## src/sv/rmpi_pkg.sv

```systemverilog
// ----------------------------------------------------------------------------
// rmpi_pkg
// Shared types and constants of the recursive mutex with priority inheritance.
// ----------------------------------------------------------------------------
package rmpi_pkg;

  localparam int MAX_WAITERS = 16;
  localparam int MAX_TASKS   = 64;

  localparam int TID_W  = 6;
  localparam int PRIO_W = 8;
  localparam int HOLD_W = 16;
  localparam int STAT_W = 3;
  localparam int OP_W   = 2;

  // waiter count holds 0..MAX_WAITERS, stack index 0..MAX_WAITERS-1
  localparam int WCNT_W = $clog2(MAX_WAITERS + 1);
  localparam int WIDX_W = (MAX_WAITERS > 1) ? $clog2(MAX_WAITERS) : 1;

  localparam logic [OP_W-1:0] OP_LOCK    = 2'd0;
  localparam logic [OP_W-1:0] OP_TRYLOCK = 2'd1;
  localparam logic [OP_W-1:0] OP_UNLOCK  = 2'd2;

  localparam logic [STAT_W-1:0] STAT_OK         = 3'd0;
  localparam logic [STAT_W-1:0] STAT_WOULD_BLK  = 3'd1;
  localparam logic [STAT_W-1:0] STAT_QUEUED     = 3'd2;
  localparam logic [STAT_W-1:0] STAT_NOT_OWNER  = 3'd3;
  localparam logic [STAT_W-1:0] STAT_WAIT_OVF   = 3'd4;
  localparam logic [STAT_W-1:0] STAT_COUNT_OVF  = 3'd5;

  typedef enum logic {
    S_IDLE,
    S_EXEC
  } state_e;

  typedef struct packed {
    logic [OP_W-1:0]   op;
    logic [TID_W-1:0]  tid;
    logic [PRIO_W-1:0] prio;
  } req_t;

  typedef struct packed {
    logic              held;
    logic [TID_W-1:0]  owner;
    logic [HOLD_W-1:0] depth;
    logic [PRIO_W-1:0] acq_prio;
    logic [PRIO_W-1:0] own_prio;
    logic [WCNT_W-1:0] wcnt;
  } holder_t;

  typedef struct packed {
    logic [STAT_W-1:0] status;
    logic              woken_valid;
    logic [TID_W-1:0]  woken_task;
    logic              raise_valid;
    logic [PRIO_W-1:0] raise_prio;
    logic              restore_valid;
    logic [PRIO_W-1:0] restore_prio;
    logic              owner_valid;
    logic [TID_W-1:0]  owner;
    logic [HOLD_W-1:0] hold_count;
  } res_t;

  typedef struct packed {
    logic              en;
    logic [WIDX_W-1:0] idx;
    logic [TID_W-1:0]  tid;
  } push_t;

endpackage

```

## src/sv/rmpi_ram.sv

```systemverilog
// ----------------------------------------------------------------------------
// rmpi_ram
// Generic single-write, single-read RAM with registered read data.
// ----------------------------------------------------------------------------
module rmpi_ram #(
  parameter int WIDTH = 8,
  parameter int DEPTH = 16,
  localparam int ADDR_W = (DEPTH > 1) ? $clog2(DEPTH) : 1
) (
  input  logic              clk_i,
  input  logic              we_i,
  input  logic [ADDR_W-1:0] waddr_i,
  input  logic [WIDTH-1:0]  wdata_i,
  input  logic [ADDR_W-1:0] raddr_i,
  output logic [WIDTH-1:0]  rdata_o
);

  logic [WIDTH-1:0] mem_q [DEPTH];
  logic [WIDTH-1:0] rdata_q;

  always_ff @(posedge clk_i) begin
    if (we_i) begin
      mem_q[waddr_i] <= wdata_i;
    end
    rdata_q <= mem_q[raddr_i];
  end

  assign rdata_o = rdata_q;

endmodule

```

## src/sv/rmpi_core.sv

```systemverilog
// ----------------------------------------------------------------------------
// rmpi_core
// Request decision logic: next holder record, stack push and result word.
// ----------------------------------------------------------------------------
module rmpi_core import rmpi_pkg::*; (
  input  req_t             req_i,
  input  holder_t          cur_i,
  input  logic [TID_W-1:0] top_tid_i,
  output holder_t          nxt_o,
  output push_t            push_o,
  output res_t             res_o
);

  logic tid_bad;

  assign tid_bad = (32'(req_i.tid) >= MAX_TASKS);

  always_comb begin
    nxt_o        = cur_i;
    res_o        = '0;
    push_o.en    = 1'b0;
    push_o.idx   = cur_i.wcnt[WIDX_W-1:0];
    push_o.tid   = req_i.tid;
    res_o.status = STAT_OK;

    if (tid_bad) begin
      res_o.status = STAT_NOT_OWNER;
    end else begin
      case (req_i.op)
        OP_UNLOCK: begin
          if (!cur_i.held || cur_i.owner != req_i.tid) begin
            res_o.status = STAT_NOT_OWNER;
          end else begin
            nxt_o.depth = cur_i.depth - HOLD_W'(1);
            if (nxt_o.depth == '0) begin
              res_o.restore_valid = 1'b1;
              res_o.restore_prio  = cur_i.acq_prio;
              nxt_o.held          = 1'b0;
              nxt_o.owner         = '0;
              nxt_o.own_prio      = '0;
              if (cur_i.wcnt != '0) begin
                nxt_o.wcnt        = cur_i.wcnt - WCNT_W'(1);
                res_o.woken_valid = 1'b1;
                res_o.woken_task  = top_tid_i;
              end
            end
          end
        end
        OP_LOCK, OP_TRYLOCK: begin
          if (!cur_i.held) begin
            nxt_o.held     = 1'b1;
            nxt_o.owner    = req_i.tid;
            nxt_o.depth    = HOLD_W'(1);
            nxt_o.acq_prio = req_i.prio;
            nxt_o.own_prio = req_i.prio;
          end else if (cur_i.owner == req_i.tid) begin
            if (cur_i.depth == '1) begin
              res_o.status = STAT_COUNT_OVF;
            end else begin
              nxt_o.depth = cur_i.depth + HOLD_W'(1);
            end
          end else if (req_i.op == OP_TRYLOCK) begin
            res_o.status = STAT_WOULD_BLK;
          end else begin
            if (req_i.prio > cur_i.own_prio) begin
              nxt_o.own_prio    = req_i.prio;
              res_o.raise_valid = 1'b1;
              res_o.raise_prio  = req_i.prio;
            end
            if (cur_i.wcnt >= WCNT_W'(MAX_WAITERS)) begin
              res_o.status = STAT_WAIT_OVF;
            end else begin
              push_o.en    = 1'b1;
              nxt_o.wcnt   = cur_i.wcnt + WCNT_W'(1);
              res_o.status = STAT_QUEUED;
            end
          end
        end
        default: begin
          res_o.status = STAT_NOT_OWNER;
        end
      endcase
    end

    // visible holder state after this request
    res_o.owner_valid = nxt_o.held;
    res_o.owner       = nxt_o.held ? nxt_o.owner : '0;
    res_o.hold_count  = nxt_o.held ? nxt_o.depth : '0;
  end

endmodule

```

## src/sv/recursive_mutex_priority_inherit.sv

```systemverilog
// ----------------------------------------------------------------------------
// recursive_mutex_priority_inherit
// Single-lock recursive hardware mutex with priority inheritance.
// ----------------------------------------------------------------------------
// Usage:
//   Request channel: drive operation_i / task_id_i / task_priority_i and raise
//   start. The word is taken at the rising edge where start is high and busy
//   is low; busy then stays high for one cycle while the request executes.
//   Result channel: done_o pulses for one cycle with the result word on the
//   status and owner/priority ports. The result cannot be stalled; the
//   receiver must take it in that cycle.
//   Timing: the request word is registered on accept, decided in the EXEC
//   state, and the result word and done_o are registered at the end of
//   EXEC. No new request is taken while busy; the block returns to idle
//   between requests so that the waiter stack RAM (registered read) can
//   supply the top waiter for an unlock that wakes someone.
//   Reset: lock free, hold count zero, waiter stack empty. The stack RAM
//   contents are not cleared; only entries below the waiter count are used.
//   Holder record lives in flops; waiters in a MAX_WAITERS x 6 RAM.
// ----------------------------------------------------------------------------
module recursive_mutex_priority_inherit import rmpi_pkg::*; (
  input  logic              clk_i,
  input  logic              rst_ni,
  input  logic              start,
  output logic              busy,
  input  logic [OP_W-1:0]   operation_i,
  input  logic [TID_W-1:0]  task_id_i,
  input  logic [PRIO_W-1:0] task_priority_i,
  output logic              done_o,
  output logic [STAT_W-1:0] status_o,
  output logic              woken_valid_o,
  output logic [TID_W-1:0]  woken_task_o,
  output logic              raise_valid_o,
  output logic [PRIO_W-1:0] raise_priority_o,
  output logic              restore_valid_o,
  output logic [PRIO_W-1:0] restore_priority_o,
  output logic              cur_owner_valid_o,
  output logic [TID_W-1:0]  cur_owner_o,
  output logic [HOLD_W-1:0] cur_hold_count_o
);

  state_e  state_q, state_d;
  req_t    req_q;
  holder_t holder_q, holder_d;
  res_t    res_q, res_d;
  push_t   push;
  logic    done_q;

  logic              accept;
  logic              exec_en;
  logic [WCNT_W-1:0] top_ptr;
  logic [TID_W-1:0]  top_tid;

  // top of stack is read every cycle; wcnt only moves at the end of EXEC,
  // so the data seen in EXEC matches the current count
  assign top_ptr = holder_q.wcnt - WCNT_W'(1);

  rmpi_ram #(
    .WIDTH (TID_W),
    .DEPTH (MAX_WAITERS)
  ) u_stack (
    .clk_i   (clk_i),
    .we_i    (push.en & exec_en),
    .waddr_i (push.idx),
    .wdata_i (push.tid),
    .raddr_i (top_ptr[WIDX_W-1:0]),
    .rdata_o (top_tid)
  );

  rmpi_core u_core (
    .req_i     (req_q),
    .cur_i     (holder_q),
    .top_tid_i (top_tid),
    .nxt_o     (holder_d),
    .push_o    (push),
    .res_o     (res_d)
  );

  // next state
  always_comb begin
    state_d = state_q;
    case (state_q)
      S_IDLE: begin
        if (start) state_d = S_EXEC;
      end
      S_EXEC: begin
        state_d = S_IDLE;
      end
      default: begin
        state_d = S_IDLE;
      end
    endcase
  end

  // control outputs
  always_comb begin
    busy    = 1'b0;
    exec_en = 1'b0;
    case (state_q)
      S_IDLE: begin
        busy    = 1'b0;
        exec_en = 1'b0;
      end
      S_EXEC: begin
        busy    = 1'b1;
        exec_en = 1'b1;
      end
      default: begin
        busy    = 1'b1;
        exec_en = 1'b0;
      end
    endcase
  end

  assign accept = start & ~busy;

  always_ff @(posedge clk_i or negedge rst_ni) begin
    if (!rst_ni) begin
      state_q  <= S_IDLE;
      holder_q <= '0;
      done_q   <= 1'b0;
    end else begin
      state_q <= state_d;
      done_q  <= exec_en;
      if (exec_en) begin
        holder_q <= holder_d;
      end
    end
  end

  // payload registers, no reset needed
  always_ff @(posedge clk_i) begin
    if (accept) begin
      req_q.op   <= operation_i;
      req_q.tid  <= task_id_i;
      req_q.prio <= task_priority_i;
    end
    if (exec_en) begin
      res_q <= res_d;
    end
  end

  assign done_o             = done_q;
  assign status_o           = res_q.status;
  assign woken_valid_o      = res_q.woken_valid;
  assign woken_task_o       = res_q.woken_task;
  assign raise_valid_o      = res_q.raise_valid;
  assign raise_priority_o   = res_q.raise_prio;
  assign restore_valid_o    = res_q.restore_valid;
  assign restore_priority_o = res_q.restore_prio;
  assign cur_owner_valid_o  = res_q.owner_valid;
  assign cur_owner_o        = res_q.owner;
  assign cur_hold_count_o   = res_q.hold_count;

  // ------------------------------------------------------------------------
  // Assertions
  // ------------------------------------------------------------------------
  // every result strobe follows exactly one execute cycle
  a_done_after_exec: assert property (@(posedge clk_i) disable iff (!rst_ni)
    done_o |-> $past(state_q == S_EXEC))
    else $error("result strobe without execute cycle");

  // waiter count never exceeds the stack depth
  a_wcnt_bound: assert property (@(posedge clk_i) disable iff (!rst_ni)
    holder_q.wcnt <= WCNT_W'(MAX_WAITERS))
    else $error("waiter count past stack depth");

  // a free lock has no owner and no hold count
  a_free_clean: assert property (@(posedge clk_i) disable iff (!rst_ni)
    !holder_q.held |-> (holder_q.depth == '0 && holder_q.owner == '0))
    else $error("free lock carries holder data");

  // a wake only happens on the final unlock, leaving the lock free
  a_wake_on_release: assert property (@(posedge clk_i) disable iff (!rst_ni)
    (done_o && woken_valid_o) |-> (restore_valid_o && !cur_owner_valid_o))
    else $error("waiter woken without lock release");

endmodule
```

## config.mk

```make
export PLATFORM = sky130hd
export DESIGN_NAME = recursive_mutex_priority_inherit
export DESIGN_NICKNAME = d
export VERILOG_FILES = /design/src/sv/rmpi_pkg.sv /design/src/sv/rmpi_ram.sv /design/src/sv/rmpi_core.sv /design/src/sv/recursive_mutex_priority_inherit.sv
export SDC_FILE = /design/constraint.sdc
export NUM_CORES = 1
export LEC_CHECK = 0
export BUFFER_PORTS_ARGS = -buffer_cell sky130_fd_sc_hd__buf_2
export CORE_UTILIZATION = 32
export CTS_BUF_LIST = sky130_fd_sc_hd__clkbuf_4 sky130_fd_sc_hd__clkbuf_8
export DETAILED_ROUTE_END_ITERATION = 12
export GPL_TIMING_DRIVEN = 0
export PLACE_DENSITY = 0.58
export SLEW_MARGIN = 20
export SYNTH_ARGS = -nofsm -noshare
export SYNTH_HDL_FRONTEND = slang
export SYNTH_SLANG_ARGS = --single-unit
export TNS_END_PERCENT = 20
```

## constraint.sdc

```tcl
create_clock -name clk_i -period 3.6 [get_ports clk_i]
set_input_delay 0 -clock clk_i [delete_from_list [all_inputs] [get_ports clk_i]]
set_output_delay 0 -clock clk_i [all_outputs]
set_load 0.01 [all_outputs]
```

Yosys cells after proc, flatten, opt, wreduce, memory -nomap -nowiden. Memories as Yosys holds them, arrays and structs flattened. A register that Yosys moved wholly into a read port is not among the register bits. Cells that the tools add are included.

Flip-flop bits (word level): 113. Memory bits (writable): 96. Input port bits: 19. Output and inout bits: 53. Logic and storage cells: 105. Memories kept: 1.

Memory list: u_stack.mem_q (depth 16, bits a word 6, read ports 1, clocked after Yosys merged registers in 1, wr ports 1, line rmpi_ram.sv:18) `logic [WIDTH-1:0] mem_q [DEPTH];`.

$add $sub $neg: 4. Order comparisons: 2. Eq/ne operators: 15. Mux-type cells: 37. Bitwise logic cells: 10. Reductions and logical operators: 15.

Operators with widths (number): 13-bit two-way mux (4); 16-bit two-way mux (3); 23-bit case mux with 2 select lines (1); 13-bit case mux with 2 select lines (1); 23-bit two-way mux (1); 9-bit two-way mux (2); 16-bit by 1-bit adder with 16-bit output (second input constant) (1); 16-bit equality test (second input constant) (1); 16-bit logical NOT (1); 8-bit two-way mux (2); 16-bit by 1-bit subtractor with 16-bit output (second input constant) (1); 3-bit two-way mux (5); 5-bit two-way mux (3); 7-bit two-way mux (2); 2-bit inequality test (second input constant) (5); 9-bit AND reduction (1); 8-bit > comparator (1); 1-bit two-way mux (8); 1-bit inverter (8); 4-bit OR reduction (2); 7-bit AND reduction (1); 6-bit equality test (1); 6-bit two-way mux (1); 3-bit inequality test (second input constant) (2); 21 further kinds (25).

Logic depth before layout (Yosys ltp).
Word-level depth: 9. Depth in mapped cells: 11. Depth with buffers taken out: 8.

Modules after synthesis. From an unflattened synthesis, not the netlist that was laid out.

Cells, all modules: 769. Area, all modules: 10341.2 sq um.

Modules (own cells, without submodules): rmpi_ram (times used 1, cells an instance 178, area an instance 3895.0 sq um, sequential area each 3002.9 sq um); recursive_mutex_priority_inherit (times used 1, cells an instance 173, area an instance 3808.7 sq um, sequential area each 3163.0 sq um); rmpi_core (times used 1, cells an instance 418, area an instance 2637.5 sq um, sequential area each 0.0 sq um).

Worst setup path after synthesis. No wires, ideal clock.

Path type: register to register. Start point: reg state_q. End point: reg holder_q[17] (netlist bit). Library setup time: 0.125 ns. Arrival: 2.963 ns. Data required time: 3.475 ns. Path slack: 0.512 ns. Stages on the path, launching flop included: 6. Path buffers: 2. Clock period less this slack: 3.088 ns. Cells stage by stage: dfrtp_1 clkbuf_1 clkinv_1 nor2_1 clkbuf_1 mux2_2.

Longest elaborated chain between the ends: 3.

RTL lines: from (decl) (line recursive_mutex_priority_inherit.sv:42) `state_e state_q, state_d;`; from (signal assigned) (line recursive_mutex_priority_inherit.sv:123) `state_q <= state_d;`; 1-bit inverter; 1-bit case mux with 2 select lines (*) (line recursive_mutex_priority_inherit.sv:99) `case (state_q)`; 3-bit AND reduction (no source line) (*); to (signal assigned) (line recursive_mutex_priority_inherit.sv:126) `holder_q <= holder_d;`; to (decl) (line recursive_mutex_priority_inherit.sv:44) `holder_t holder_q, holder_d;`.

Mark *: on every way between the ends. The rest lies on a longest branch, timed or not. A chain may end at the register's enable or synchronous reset.

Worst setup path in the final report.
Start point: reg req_q[9] (netlist bit). End point: reg holder_q[9] (netlist bit).

Longest elaborated chain between the ends: 4. Elaborated cells on any way between the ends: 6. Classes of those cells: eq/ne: 4; reduce/logical: 2.

RTL lines: from (decl) (line recursive_mutex_priority_inherit.sv:43) `req_t req_q;`; 6-bit inequality test (line rmpi_core.sv:31) `if (!cur_i.held || cur_i.owner != req_i.tid) begin`; 1-bit logical OR (line rmpi_core.sv:31); 2-bit inequality test (no source line); 7-bit AND reduction (no source line) (*).

Marks and branches as above.

==> out/summary.txt <==
Clk slew on worst S/H paths: 0.07 ns
Post-route minimum period: 3.35 ns
Cell Int Power: 4890 µW
Port-buffer cells: 71
Skew-Pair Late Insertion Delay: 0.53 ns
Synthesized area: 10000 µm²
Die height: 179 µm
Synth Register Bits: 215
Drt pass-1 iters: 9
Pwr Total: 6850 µW
Max-slew violation count: 0
Clock sinks: 215
Power share of the clock group: 33.8%
# rows: 64
DR vias: 6886
Starting Density: 32.7%
Seq/Total Area, Yosys: 61.4%
CP Class: register to register
Vias per cell: 5.33
Initial drt markers: 546
Synth Flop Type: edfxtp_1
Post-DP HPWL: 17300 µm
First-pass GRT wire length: 39200 µm
Clk buf depth: 3
Unrepaired setup endpoints after global routing: false
WL final: 25900 µm
Global placement routability congestion: 0.915
Period utilization: 93.1%
Measured slew at the worst slew-check pin: 0.895 ns
Failing checks: design-rule violations
Yosys cell types: 82
Ys async rst share: 21.4%
Fin. Hold Viols: 0
Layout cells sized above 1: 24.4%
CTS tree: yes
Syn Nets: 770
Clk_skew: 0.0282 ns
Critical Path RT: 4.05 ns
Initial antenna violation count: 0
Total track usage: 16.3%
Number of flops mapped to enable cells by yosys: 163
Final Setup Violations: 0
Syn Area/Cell: 13.6 µm²
Area delta synth->final: 18.9%
Final nets: 901
Number of global-route vias before repair: 6613
Die area: 32100 µm²
Switching share of power: 28.7%
Lkg Pwr: 0.00439 µW
Hold crit path type: input port to asynchronous set/reset pin
CTS buffer count: 38
N_diodes: 0
Crit end category: register
Peak supply drop: 0.324 mV
Worst Path Arrival: 3.81 ns
Drt wl/cell: 20.1 µm
Syn Inst Count: 736
Maximum net fanout on the critical path: 19
Grt ovf: 0
Peak Freq: 298 MHz
Status: complete, but fails checks
Startpoint types: register
Gate power share: 21.9%
I/O pin count: 72
Detail Route Antenna Nets: 0
Synth Warn #: 0
Rel. slew slack: 40.3%
Sequential power share: 44.3%
H-tree depth: 2
Core area: 30700 µm²
Power Density: 574 nW/µm²
Pin count of the biggest net entering global routing: 55
Sw Pwr: 1960 µW
Clock root buffer: clkbuf_8
Post-Route Setup TNS: 0 ns
DR DRC count: 10
Max Cap Viol: 0
Chip width: 179 µm
==> final timing paths <==
check / start / endpoint / slack [ns] / cells past startpoint
max in group asynchronous: rst_ni / state_q / 2.99 / 2
max reg2reg: req_q[9] / holder_q[9] / 0.25 / 6
min in group clk_i: task_priority_i[2] / req_q[2] / 0.20 / 2
min: rst_ni / holder_q[4] / 0.04 / 2
max: req_q[9] / holder_q[9] / 0.25 / 6
min reg2reg: holder_q[15] / holder_q[15] / 0.50 / 1
==> stage by stage <==
step | area [µm²] | hold WS, ns | std cells | util [%] | worst slack (ns)
3_3_place_gp | 10900 | 0.176 | 1203 | 35.4 | -0.722
3_5_place_dp | 10900 | 0.0826 | 1204 | 35.5 | -0.536
5_1_grt | 11900 | 0.103 | 1292 | 38.8 | 0.00693
2_1_floorplan | 10000 | -0.296 | 736 | - | 0.512
4_1_cts | 11900 | 0.0706 | 1290 | 38.7 | 0.0433
6_report | 11900 | 0.0397 | 1292 | 38.8 | 0.249
==> power groups by stage <==
stage	combinational (µW)	clock [µW]	sequential (µW)
4_1_cts	1510	2370	3040
5_1_grt	1640	2470	3060
2_1_floorplan	1060	0	3050
3_3_place_gp	1470	0	3080
6_report	1500	2320	3030
3_5_place_dp	1480	0	3080
==> layout make-up <==
cell class | instances | area, µm²
fill | 2968 | 18800
sequential | 215 | 6170
multi-input combinational | 455 | 3640
clock buffer | 52 | 647
timing repair buffer | 92 | 568
tap | 396 | 495
buffer | 45 | 216
clock inverter | 17 | 130
inverter | 20 | 75.1
==> cell families after synthesis <==
group           synth area share (%)
simple gates                    13.6
flops                           61.4
compound gates                  10.7
buf+inv                         2.82
mux                             8.22
xor+xnor                        1.40
fa+ha+maj                       1.87
==> cells in the final DEF (no fill, tap or decap), types with 5 or more instances in the layout <==
cell / count
a21oi_1: 27
nor2b_1: 6
clkbuf_4: 12
nand2b_1: 7
nand2_1: 40
buf_4: 6
a31oi_1: 7
a22o_1: 10
o21ai_0: 19
nor2_1: 51
clkbuf_1: 23
buf_2: 82
clkinv_1: 11
ha_1: 15
and4_1: 5
and2_1: 12
clkbuf_8: 41
xnor2_1: 11
a22oi_1: 13
mux2_2: 8
inv_1: 18
dlygate4sd3_1: 18
nor4_1: 9
dfxtp_1: 6
mux2i_1: 6
nand3_1: 22
a211oi_1: 6
edfxtp_1: 163
nor3_1: 13
nand4_1: 11
o211ai_1: 5
mux4_2: 30
dfrtp_1: 45
and3b_1: 7
and3_1: 30
==> state kept, by name (all words and copies together) (netlist names) <==
signal	count
woken_valid_o	1
restore_valid_o	1
raise_priority_o	8
woken_task_o	6
status_o	3
u_stack.rdata_o	6
cur_hold_count_o	16
req_q	16
holder_q	44
raise_valid_o	1
state_q	1
restore_priority_o	8
done_o	1
cur_owner_valid_o	1
u_stack.mem_q	96
cur_owner_o	6
==> worst max-delay path: stages (launching register included) <==
cell      delay, ns
edfxtp_1       0.68
xnor2_1        0.44
nand2_1        0.31
o31ai_4        0.65
nand2_1        0.40
a311oi_4       0.57
a22o_1         0.23
==> timing repair <==
action	in CTS	in global routing
pin swaps	0	1
resized for setup	4	4
setup endpoints to repair	6	19
hold endpoints to repair	68	0
buffers inserted	0	2
hold buffers	18	0
==> routing by layer <==
layer	track usage, %	vias to the layer above	wire length (µm)
met2	24.3	268	11400
met1	23.5	3421	12100
met5	0	-	0
met3	3.52	50	1900
met4	4.83	0	586
li1	-	3147	-
==> synth_stat cells, types with 13 or more instances <==
| master | count | area, µm² |
|---|---|---|
| a21oi_1 | 27 | 135 |
| inv_1 | 18 | 67.6 |
| nor3_1 | 14 | 70.1 |
| o21ai_0 | 19 | 95.1 |
| nand3_1 | 22 | 110 |
| edfxtp_1 | 163 | 4890 |
| dfrtp_1 | 46 | 1150 |
| nand2_1 | 40 | 150 |
| and3_1 | 30 | 188 |
| ha_1 | 15 | 188 |
| a22oi_1 | 13 | 97.6 |
| clkbuf_1 | 26 | 97.6 |
| buf_2 | 13 | 65.1 |
| nor2_1 | 51 | 191 |
| mux4_2 | 30 | 676 |
Power figures use the tool's default switching activity.
